<file path="config.mk">
export PLATFORM = sky130hd
export DESIGN_NAME = complex_dot_product_dual_check
export DESIGN_NICKNAME = d
export VERILOG_FILES = /design/src/hdl/cdpdc_pkg.sv /design/src/hdl/cdpdc_fifo.sv /design/src/hdl/cdpdc_front.sv /design/src/hdl/cdpdc_back.sv /design/src/hdl/complex_dot_product_dual_check.sv
export VERILOG_INCLUDE_DIRS = /design/src /design/src/hdl
export SDC_FILE = /design/constraint.sdc
export NUM_CORES = 2
export LEC_CHECK = 0
export BUFFER_PORTS_ARGS = -buffer_cell sky130_fd_sc_hd__buf_2
export CAP_MARGIN = 0
export CORE_ASPECT_RATIO = 0.6
export CORE_MARGIN = 2
export CORE_UTILIZATION = 45
export CTS_CLUSTER_SIZE = 30
export DETAILED_ROUTE_END_ITERATION = 16
export GPL_TIMING_DRIVEN = 0
export SLEW_MARGIN = 0
export SYNTH_ARGS = -nofsm -noshare
export SYNTH_HDL_FRONTEND = slang
export SYNTH_SLANG_ARGS = --single-unit
</file>
<file path="constraint.sdc">
create_clock -name clk_i -period 12.6 [get_ports clk_i]
set_input_delay 1.26 -clock clk_i [delete_from_list [all_inputs] [get_ports clk_i]]
set_output_delay 1.26 -clock clk_i [all_outputs]
set_load 0.01 [all_outputs]
</file>
<file path="src/hdl/complex_dot_product_dual_check_defines.svh">
// Assertion macros shared by the complex dot product RTL.
// Each macro samples on clk_i and is disabled while rst_ni is low.
`ifndef COMPLEX_DOT_PRODUCT_DUAL_CHECK_DEFINES_SVH
`define COMPLEX_DOT_PRODUCT_DUAL_CHECK_DEFINES_SVH

// Property that must hold at every sampled edge
`define CDPDC_ASSERT(lbl, cond, msg) \
  lbl: assert property (@(posedge clk_i) disable iff (!rst_ni) (cond)) else $error(msg);

// Same-cycle implication
`define CDPDC_ASSERT_IMPL(lbl, ante, cons, msg) \
  lbl: assert property (@(posedge clk_i) disable iff (!rst_ni) (ante) |-> (cons)) \
    else $error(msg);

// Next-cycle implication
`define CDPDC_ASSERT_NEXT(lbl, ante, cons, msg) \
  lbl: assert property (@(posedge clk_i) disable iff (!rst_ni) (ante) |=> (cons)) \
    else $error(msg);

`endif

</file>
<file path="src/hdl/cdpdc_pkg.sv">
// Shared types and constants of the complex dot product block.
// No dependencies.
package cdpdc_pkg;

  // Depth of the queue between front and back end
  localparam int unsigned MidDepth = 4;
  // Depth of the result queue
  localparam int unsigned OutDepth = 2;
  // Widest complex product term kept; wider sums saturate to this
  localparam int unsigned TermMaxWidth = 64;

  // Status of a queue
  typedef struct packed {
    logic full;
    logic empty;
  } q_stat_t;

endpackage

</file>
<file path="src/hdl/cdpdc_fifo.sv">
// Small register queue with first-word fall-through read.
// Depends on cdpdc_pkg and complex_dot_product_dual_check_defines.svh.
`include "complex_dot_product_dual_check_defines.svh"
module cdpdc_fifo #(
  parameter int unsigned WIDTH = 8,
  parameter int unsigned DEPTH = 4
) (
  input  logic                 clk_i,
  input  logic                 rst_ni,
  input  logic                 push_i,
  input  logic [WIDTH-1:0]     data_i,
  input  logic                 pop_i,
  output logic [WIDTH-1:0]     data_o,
  output cdpdc_pkg::q_stat_t   stat_o
);
  import cdpdc_pkg::*;

  localparam int unsigned PtrW = (DEPTH > 1) ? $clog2(DEPTH) : 1;
  localparam int unsigned CntW = $clog2(DEPTH + 1);

  logic [WIDTH-1:0] mem_q [DEPTH];
  logic [PtrW-1:0]  wr_ptr_q, wr_ptr_d, rd_ptr_q, rd_ptr_d;
  logic [CntW-1:0]  cnt_q, cnt_d;
  logic             do_push, do_pop;

  // Handshake qualification
  assign stat_o.full  = (cnt_q == CntW'(DEPTH));
  assign stat_o.empty = (cnt_q == '0);
  assign do_push      = push_i && !stat_o.full;
  assign do_pop       = pop_i && !stat_o.empty;
  assign data_o       = mem_q[rd_ptr_q];

  // Advance pointers with wrap at the depth
  always_comb begin
    wr_ptr_d = wr_ptr_q;
    rd_ptr_d = rd_ptr_q;
    cnt_d    = cnt_q;
    if (do_push) begin
      wr_ptr_d = (wr_ptr_q == PtrW'(DEPTH - 1)) ? '0 : wr_ptr_q + 1'b1;
    end
    if (do_pop) begin
      rd_ptr_d = (rd_ptr_q == PtrW'(DEPTH - 1)) ? '0 : rd_ptr_q + 1'b1;
    end
    if (do_push && !do_pop) begin
      cnt_d = cnt_q + 1'b1;
    end else if (do_pop && !do_push) begin
      cnt_d = cnt_q - 1'b1;
    end
  end

  // Hold pointers and fill count
  always_ff @(posedge clk_i or negedge rst_ni) begin
    if (!rst_ni) begin
      wr_ptr_q <= '0;
      rd_ptr_q <= '0;
      cnt_q    <= '0;
    end else begin
      wr_ptr_q <= wr_ptr_d;
      rd_ptr_q <= rd_ptr_d;
      cnt_q    <= cnt_d;
    end
  end

  // Store the pushed entry
  always_ff @(posedge clk_i) begin
    if (do_push) begin
      mem_q[wr_ptr_q] <= data_i;
    end
  end

  `CDPDC_ASSERT(a_cnt_bound, cnt_q <= CntW'(DEPTH), "queue count exceeds depth")
  `CDPDC_ASSERT_NEXT(a_cnt_up, do_push && !do_pop, cnt_q == $past(cnt_q) + 1'b1,
    "push without pop did not grow count")
  `CDPDC_ASSERT_IMPL(a_ptr_gap, stat_o.empty, wr_ptr_q == rd_ptr_q,
    "empty queue with pointers apart")

endmodule

</file>
<file path="src/hdl/cdpdc_front.sv">
// Front end: accepts element pairs, multiplies, forms the complex product terms.
// Depends on cdpdc_pkg.
module cdpdc_front #(
  parameter int unsigned DATA_WIDTH = 16,
  parameter int unsigned TERM_WIDTH = 33
) (
  input  logic                         clk_i,
  input  logic                         rst_ni,
  input  logic                         push_i,
  output logic                         full_o,
  input  logic signed [DATA_WIDTH-1:0] x_real_i,
  input  logic signed [DATA_WIDTH-1:0] x_imag_i,
  input  logic signed [DATA_WIDTH-1:0] y_real_i,
  input  logic signed [DATA_WIDTH-1:0] y_imag_i,
  input  logic                         last_i,
  output logic                         q_push_o,
  input  cdpdc_pkg::q_stat_t           q_stat_i,
  output logic signed [TERM_WIDTH-1:0] term_re_o,
  output logic signed [TERM_WIDTH-1:0] term_im_o,
  output logic                         last_o
);
  import cdpdc_pkg::*;

  localparam int unsigned ProdW = 2 * DATA_WIDTH;
  localparam int unsigned RawW  = ProdW + 1;

  logic                    v1_q, v2_q, en1, en2;
  logic signed [ProdW-1:0] p_rr_q, p_ii_q, p_ri_q, p_ir_q;
  logic                    last1_q, last2_q;
  logic signed [RawW-1:0]  raw_re, raw_im;
  logic signed [TERM_WIDTH-1:0] t_re_d, t_im_d, t_re_q, t_im_q;

  // Stage enables, back-pressured by the middle queue
  assign en2    = !v2_q || !q_stat_i.full;
  assign en1    = !v1_q || en2;
  assign full_o = !en1;

  // Combine products into exact real and imaginary terms
  assign raw_re = RawW'(p_rr_q) - RawW'(p_ii_q);
  assign raw_im = RawW'(p_ri_q) + RawW'(p_ir_q);

  // Clamp terms that exceed the widest kept term
  if (RawW > TERM_WIDTH) begin : g_clamp
    always_comb begin
      t_re_d = TERM_WIDTH'(raw_re);
      t_im_d = TERM_WIDTH'(raw_im);
      if (raw_re[RawW-1] != raw_re[RawW-2]) begin
        t_re_d = {raw_re[RawW-1], {(TERM_WIDTH-1){~raw_re[RawW-1]}}};
      end
      if (raw_im[RawW-1] != raw_im[RawW-2]) begin
        t_im_d = {raw_im[RawW-1], {(TERM_WIDTH-1){~raw_im[RawW-1]}}};
      end
    end
  end else begin : g_pass
    assign t_re_d = TERM_WIDTH'(raw_re);
    assign t_im_d = TERM_WIDTH'(raw_im);
  end

  // Valid bits of both stages
  always_ff @(posedge clk_i or negedge rst_ni) begin
    if (!rst_ni) begin
      v1_q <= 1'b0;
      v2_q <= 1'b0;
    end else begin
      if (en1) begin
        v1_q <= push_i;
      end
      if (en2) begin
        v2_q <= v1_q;
      end
    end
  end

  // Multiply stage and term stage payload
  always_ff @(posedge clk_i) begin
    if (en1) begin
      p_rr_q  <= ProdW'(x_real_i) * ProdW'(y_real_i);
      p_ii_q  <= ProdW'(x_imag_i) * ProdW'(y_imag_i);
      p_ri_q  <= ProdW'(x_real_i) * ProdW'(y_imag_i);
      p_ir_q  <= ProdW'(x_imag_i) * ProdW'(y_real_i);
      last1_q <= last_i;
    end
    if (en2) begin
      t_re_q  <= t_re_d;
      t_im_q  <= t_im_d;
      last2_q <= last1_q;
    end
  end

  assign q_push_o  = v2_q;
  assign term_re_o = t_re_q;
  assign term_im_o = t_im_q;
  assign last_o    = last2_q;

endmodule

</file>
<file path="src/hdl/cdpdc_back.sv">
// Back end: twin saturating accumulators, cross-check and result queue.
// Depends on cdpdc_pkg, cdpdc_fifo and complex_dot_product_dual_check_defines.svh.
`include "complex_dot_product_dual_check_defines.svh"
module cdpdc_back #(
  parameter int unsigned ACC_WIDTH  = 48,
  parameter int unsigned TERM_WIDTH = 33
) (
  input  logic                         clk_i,
  input  logic                         rst_ni,
  input  cdpdc_pkg::q_stat_t           q_stat_i,
  input  logic signed [TERM_WIDTH-1:0] term_re_i,
  input  logic signed [TERM_WIDTH-1:0] term_im_i,
  input  logic                         last_i,
  output logic                         q_pop_o,
  input  logic                         pop_i,
  output logic                         empty_o,
  output logic signed [ACC_WIDTH-1:0]  sum_real_o,
  output logic signed [ACC_WIDTH-1:0]  sum_imag_o,
  output logic                         mismatch_o
);
  import cdpdc_pkg::*;

  localparam int unsigned SumW = ((ACC_WIDTH > TERM_WIDTH) ? ACC_WIDTH : TERM_WIDTH) + 1;
  localparam int unsigned ResW = 2 * ACC_WIDTH + 1;

  // Add a term to an accumulator, saturating at the accumulator bounds
  function automatic logic signed [ACC_WIDTH-1:0] sat_add(
    input logic signed [ACC_WIDTH-1:0]  acc,
    input logic signed [TERM_WIDTH-1:0] term
  );
    logic signed [SumW-1:0] s;
    logic [SumW-ACC_WIDTH:0] top;
    s   = SumW'(acc) + SumW'(term);
    top = s[SumW-1:ACC_WIDTH-1];
    if (top != '0 && top != '1) begin
      sat_add = {s[SumW-1], {(ACC_WIDTH-1){~s[SumW-1]}}};
    end else begin
      sat_add = s[ACC_WIDTH-1:0];
    end
  endfunction

  logic signed [ACC_WIDTH-1:0] a1_re_q, a1_im_q, a2_re_q, a2_im_q;
  logic signed [ACC_WIDTH-1:0] a1_re_d, a1_im_d, a2_re_d, a2_im_d;
  logic signed [ACC_WIDTH-1:0] h1_re_q, h1_im_q, h2_re_q, h2_im_q;
  logic                        hold_q, hold_en, take, out_push, diff;
  logic [ResW-1:0]             res_d, res_q;
  q_stat_t                     out_stat;

  // Take a term unless a finishing term finds the hold stage busy
  assign hold_en  = !hold_q || !out_stat.full;
  assign take     = !q_stat_i.empty && (!last_i || hold_en);
  assign q_pop_o  = take;
  assign out_push = hold_q && !out_stat.full;

  // Accumulate both copies
  assign a1_re_d = sat_add(a1_re_q, term_re_i);
  assign a1_im_d = sat_add(a1_im_q, term_im_i);
  assign a2_re_d = sat_add(a2_re_q, term_re_i);
  assign a2_im_d = sat_add(a2_im_q, term_im_i);

  // Hold accumulators, clear them on the last term
  always_ff @(posedge clk_i or negedge rst_ni) begin
    if (!rst_ni) begin
      a1_re_q <= '0;
      a1_im_q <= '0;
      a2_re_q <= '0;
      a2_im_q <= '0;
      hold_q  <= 1'b0;
    end else begin
      if (take) begin
        if (last_i) begin
          a1_re_q <= '0;
          a1_im_q <= '0;
          a2_re_q <= '0;
          a2_im_q <= '0;
        end else begin
          a1_re_q <= a1_re_d;
          a1_im_q <= a1_im_d;
          a2_re_q <= a2_re_d;
          a2_im_q <= a2_im_d;
        end
      end
      if (hold_en) begin
        hold_q <= take && last_i;
      end
    end
  end

  // Capture final sums of both copies
  always_ff @(posedge clk_i) begin
    if (take && last_i) begin
      h1_re_q <= a1_re_d;
      h1_im_q <= a1_im_d;
      h2_re_q <= a2_re_d;
      h2_im_q <= a2_im_d;
    end
  end

  // Cross-check copies, force zero on disagreement
  assign diff  = (h1_re_q != h2_re_q) || (h1_im_q != h2_im_q);
  assign res_d = diff ? {1'b1, {(2*ACC_WIDTH){1'b0}}} : {1'b0, h1_im_q, h1_re_q};

  cdpdc_fifo #(
    .WIDTH (ResW),
    .DEPTH (OutDepth)
  ) u_out_q (
    .clk_i  (clk_i),
    .rst_ni (rst_ni),
    .push_i (out_push),
    .data_i (res_d),
    .pop_i  (pop_i),
    .data_o (res_q),
    .stat_o (out_stat)
  );

  assign empty_o    = out_stat.empty;
  assign sum_real_o = res_q[ACC_WIDTH-1:0];
  assign sum_imag_o = res_q[2*ACC_WIDTH-1:ACC_WIDTH];
  assign mismatch_o = res_q[ResW-1];

  `CDPDC_ASSERT_NEXT(a_last_holds, take && last_i, hold_q,
    "finishing term did not load the hold stage")
  `CDPDC_ASSERT_NEXT(a_last_clears, take && last_i,
    a1_re_q == '0 && a1_im_q == '0 && a2_re_q == '0 && a2_im_q == '0,
    "accumulators not cleared after the last term")
  `CDPDC_ASSERT_IMPL(a_copies_track, !take,
    a1_re_q == a2_re_q && a1_im_q == a2_im_q,
    "accumulator copies diverged")

endmodule

</file>
<file path="src/hdl/complex_dot_product_dual_check.sv">
// Top level of the streaming complex dot product with redundant accumulators.
// Depends on cdpdc_pkg, cdpdc_front, cdpdc_fifo and cdpdc_back.
//
// Channel   Direction  Handshake       Payload
// item      in         push, full      x_real_i x_imag_i y_real_i y_imag_i last_i
// result    out        empty, pop      sum_real_o sum_imag_o mismatch_o
//
// One element pair is taken every cycle unless full is high; the front end's
// multiply and term stages each hold one item, then a four-entry queue feeds
// the accumulators. A result is captured in the hold stage as its last term
// is taken and is visible once it enters the two-entry result queue.
// Reset empties all queues and zeroes the accumulators; no clearing pass.
// A stalled result side fills the result queue, then the middle queue, then
// raises full; terms that do not end a vector keep draining meanwhile.
module complex_dot_product_dual_check #(
  parameter int unsigned DATA_WIDTH = 16,
  parameter int unsigned ACC_WIDTH  = 48
) (
  input  logic                         clk_i,
  input  logic                         rst_ni,
  input  logic                         push,
  output logic                         full,
  input  logic signed [DATA_WIDTH-1:0] x_real_i,
  input  logic signed [DATA_WIDTH-1:0] x_imag_i,
  input  logic signed [DATA_WIDTH-1:0] y_real_i,
  input  logic signed [DATA_WIDTH-1:0] y_imag_i,
  input  logic                         last_i,
  output logic                         empty,
  input  logic                         pop,
  output logic signed [ACC_WIDTH-1:0]  sum_real_o,
  output logic signed [ACC_WIDTH-1:0]  sum_imag_o,
  output logic                         mismatch_o
);
  import cdpdc_pkg::*;

  localparam int unsigned RawW  = 2 * DATA_WIDTH + 1;
  localparam int unsigned TermW = (RawW > TermMaxWidth) ? TermMaxWidth : RawW;
  localparam int unsigned MidW  = 2 * TermW + 1;

  logic                    f_push, b_pop, f_last, m_last;
  logic signed [TermW-1:0] f_re, f_im, m_re, m_im;
  logic [MidW-1:0]         m_data;
  q_stat_t                 mid_stat;

  // Accept and multiply
  cdpdc_front #(
    .DATA_WIDTH (DATA_WIDTH),
    .TERM_WIDTH (TermW)
  ) u_front (
    .clk_i     (clk_i),
    .rst_ni    (rst_ni),
    .push_i    (push),
    .full_o    (full),
    .x_real_i  (x_real_i),
    .x_imag_i  (x_imag_i),
    .y_real_i  (y_real_i),
    .y_imag_i  (y_imag_i),
    .last_i    (last_i),
    .q_push_o  (f_push),
    .q_stat_i  (mid_stat),
    .term_re_o (f_re),
    .term_im_o (f_im),
    .last_o    (f_last)
  );

  // Decouple front and back
  cdpdc_fifo #(
    .WIDTH (MidW),
    .DEPTH (MidDepth)
  ) u_mid_q (
    .clk_i  (clk_i),
    .rst_ni (rst_ni),
    .push_i (f_push),
    .data_i ({f_last, f_im, f_re}),
    .pop_i  (b_pop),
    .data_o (m_data),
    .stat_o (mid_stat)
  );

  assign m_re   = m_data[TermW-1:0];
  assign m_im   = m_data[2*TermW-1:TermW];
  assign m_last = m_data[MidW-1];

  // Accumulate, check and deliver
  cdpdc_back #(
    .ACC_WIDTH  (ACC_WIDTH),
    .TERM_WIDTH (TermW)
  ) u_back (
    .clk_i      (clk_i),
    .rst_ni     (rst_ni),
    .q_stat_i   (mid_stat),
    .term_re_i  (m_re),
    .term_im_i  (m_im),
    .last_i     (m_last),
    .q_pop_o    (b_pop),
    .pop_i      (pop),
    .empty_o    (empty),
    .sum_real_o (sum_real_o),
    .sum_imag_o (sum_imag_o),
    .mismatch_o (mismatch_o)
  );

endmodule
</file>
==> flow_metrics.py <==
metrics = {
    "synth": {
        "yosys_warnings": 0,
        "synth.cell_area_sq_um": 92900,
        "synth_cell_type_count": 92,
        "async_reset_ff_share_pct": 19.5,
        "syn_nets": 10300,
        "synth_fa_ha_area_share_pct": 31.6,
        "ys_ff_latch": 1056,
        "synth_top_family_by_area": "adder cells",
        "synthSimpleGateAreaFrac_pct": 11.3,
        "synth_mux_area_share_pct": 2.83,
        "yosysSeqAreaShare_pct": 33.0,
        "synth_edf_count": 850,
        "yosys_most_used_dff": "edfxtp_1",
        "synthCells": 8603,
        "synth-xor-area-share_pct": 4.44,
        "avgSynthCellArea_sq_um": 10.8,
        "synth_compound_area_share_pct": 9.95,
    },
    "route": {
        "wl_mm": 313,
        "vias_per_cell": 5.74,
        "route.vias.total": 67400,
        "drc_errors": 0,
        "final_antenna_net_count": 0,
        "drtIter0Drc": 7829,
        "first_pass_iters": 6,
        "post_drt_wl_per_cell_um": 26.6,
    },
    "clocking": {
        "tritoncts": "built",
        "cts_htree_levels": 3,
        "clockBufferDepth": 3,
        "cts_buffers": 94,
        "insertion_delay_ns": 0.70,
        "cts_setup_buffers": 0,
        "ctsResizeCount": 0,
        "clock-sinks": 1056,
        "ctsHoldBuffers": 0,
        "clk_pin_slew_ns": 0.08,
        "root_buffer": "clkbuf_16",
    },
    "critical_path": {
        "timing.rr.end": "u_back.h2_im_q[43]",
        "end_kind": "flop",
        "start_kind": "input pin",
        "cp.arrival_ns": 9.92,
        "worstPathMaxFanout": 10,
        "r2r_start": "u_mid_q.rd_ptr_q[0]",
        "r2r_cells": 16,
        "path_class": "in -> reg",
        "cp.required_ns": 13.05,
        "r2r_slack_ns": 4.68,
    },
    "final_layout": {
        "nets": 10600,
        "area_growth_syn_to_layout_pct": 8.93,
        "fin_cells": 11700,
        "fillCellCount": 18800,
        "drive_gt1_share_pct": 7.08,
        "final_common_cell": "inv_1",
        "mostFrequentLayoutCells": "inv_1, fa_1, edfxtp_1",
    },
    "timing": {
        "setup_viol": 0,
        "drv_slew": 70,
        "rsz0062_at_grt": "no",
        "period_minus_slack_ns": 9.47,
        "finClkSkew_ns": 0.0336,
        "relSlewSlack_pct": -7.17,
        "holdWs_ns": 0.416,
        "worstMarginPinSlew_ns": 1.61,
        "final.setup.worst_slack_ns": 3.13,
        "fmax_mhz": 106,
        "fin_crit_sh_pct": 75.2,
        "hold_viol_final": 0,
    },
    "placed_design": {
        "gp_congestion": 1.01,
        "io_buffers": 167,
        "place_inst": 11600,
        "dp_hpwl_mm": 256,
        "pre_cts_slack_ns": 2.83,
    },
    "floorplanning": {
        "die_x_um": 591,
        "die-area_sq_um": 210000,
        "die_h_um": 356,
        "ioPinCount": 168,
        "core_region_area_sq_um": 206000,
        "placement_rows": 129,
        "start_util_pct": 45.2,
    },
    "grt": {
        "grt_pass1_wl_mm": 460,
        "antenna_found_initial": 56,
        "grt_usage_pct": 30.1,
        "grt_max_degree": 104,
        "grt-ovfl-total": 0,
        "grt_pass1_vias": 67000,
    },
    "status": {
        "status": "complete, but fails checks",
        "violations": "capacitance limit, slew limit",
    },
    "run": {
        "maxCapViolations": 7,
    },
    "min_path": {
        "hp-class": "in -> async",
    },
}
==> worst max-delay path by stage <==
| stage | from | endpoint | slack [ns] | cells past startpoint |
|---|---|---|---|---|
| 2_1_floorplan | u_mid_q.rd_ptr_q[0] | u_back.h1_im_q[0] | 2.07 | 7 |
| 3_3_place_gp | u_mid_q.rd_ptr_q[0] | u_back.h1_im_q[29] | -3.27 | 7 |
| 4_1_cts | y_imag_i[7] | u_front.p_ri_q[30] | 3.51 | 23 |
| 6_report | y_real_i[15] | u_front.p_rr_q[31] | 3.13 | 21 |
| 5_1_grt | y_imag_i[7] | u_front.p_ri_q[30] | 2.96 | 23 |
| 3_5_place_dp | y_imag_i[7] | u_front.p_ri_q[30] | 2.83 | 23 |
==> worst max-delay path, cell delays in order <==
cell and delay, ns:
buf_2 0.41, clkinv_1 0.93, clkbuf_1 0.85, nor2_1 0.32, fa_1 0.47, fa_1 0.50
fa_1 0.60, fa_1 0.46, fa_1 0.49, inv_1 0.05, fa_1 0.49, inv_1 0.06
ha_1 0.37, nand3_1 0.21, nor4_1 0.64, o21ai_0 0.46, nand4b_1 0.31, a2111oi_0 0.17
o31ai_1 0.35, a21oi_1 0.14, xnor2_1 0.35
==> routing by layer <==
layer / GRT usage, % / wire (um)
met1: 47.6 / 148000
met2: 37.6 / 113000
met3: 13.3 / 46300
met4: 3.91 / 4310
met5: 0 / 270
==> logic make-up after synthesis <==
family / count (synthesis)
compound gates: 1394
xor+xnor: 470
fa+ha+maj: 1735
buf+inv: 1665
flops: 1056
mux: 167
simple gates: 2116
==> per-stage QoR <==
stage / utilization [%] / instance area (sq um) / setup TNS (ns)
after floorplan: - / 92900 / 0
after global placement: 47.3 / 97200 / -625.58
after detailed placement: 47.7 / 98000 / 0
after CTS: 49.2 / 101000 / 0
after global routing: 49.2 / 101000 / 0
final: 49.2 / 101000 / 0
==> cells in the mapped netlist, types with 77 or more instances <==
master       n  area share, %
edfxtp_1   850             27
clkbuf_1   314            1.3
mux2_2      99            1.2
and2_1     616            4.1
xnor2_1    324            3.1
a21oi_1    385            2.1
nand3_1     82           0.44
ha_1       591            8.0
dfrtp_1    206            5.5
inv_1     1286            5.2
a22o_1      77           0.73
nand2_1    740            3.0
a21o_1     207            1.7
nor2_1     301            1.2
o21ai_0    249            1.3
xor2_1     145            1.4
maj3_1      89           0.96
fa_1      1055             23
==> sequential cells by signal (all words and copies together), names as in the netlist, 33 cells and up <==
signal,cells
u_back.a1_re_q,48
u_mid_q.mem_q,268
u_back.h1_re_q,48
u_back.a2_re_q,48
u_back.h2_re_q,48
u_back.u_out_q.mem_q,194
u_back.h1_im_q,48
u_front.term_im_o,33
u_back.a1_im_q,48
u_back.h2_im_q,48
u_back.a2_im_q,48
u_front.term_re_o,33
==> layout make-up <==
cell class / instances / area [sq um] / area share [%]
Multi-Input combinational cell: 5882 / 56100 / 55.4
Timing Repair Buffer: 203 / 1540 / 1.52
Buffer: 377 / 1480 / 1.46
Clock buffer: 120 / 2560 / 2.53
Sequential cell: 1056 / 30700 / 30.3
Clock inverter: 55 / 561 / 0.554
Inverter: 1288 / 4830 / 4.78
Tap cell: 2751 / 3440 / 3.40
Antenna cell: 15 / 37.5 / 0.0371
Power is not shown: default switching activity piles up to over one toggle a cycle in this logic, so the estimate is an artifact.
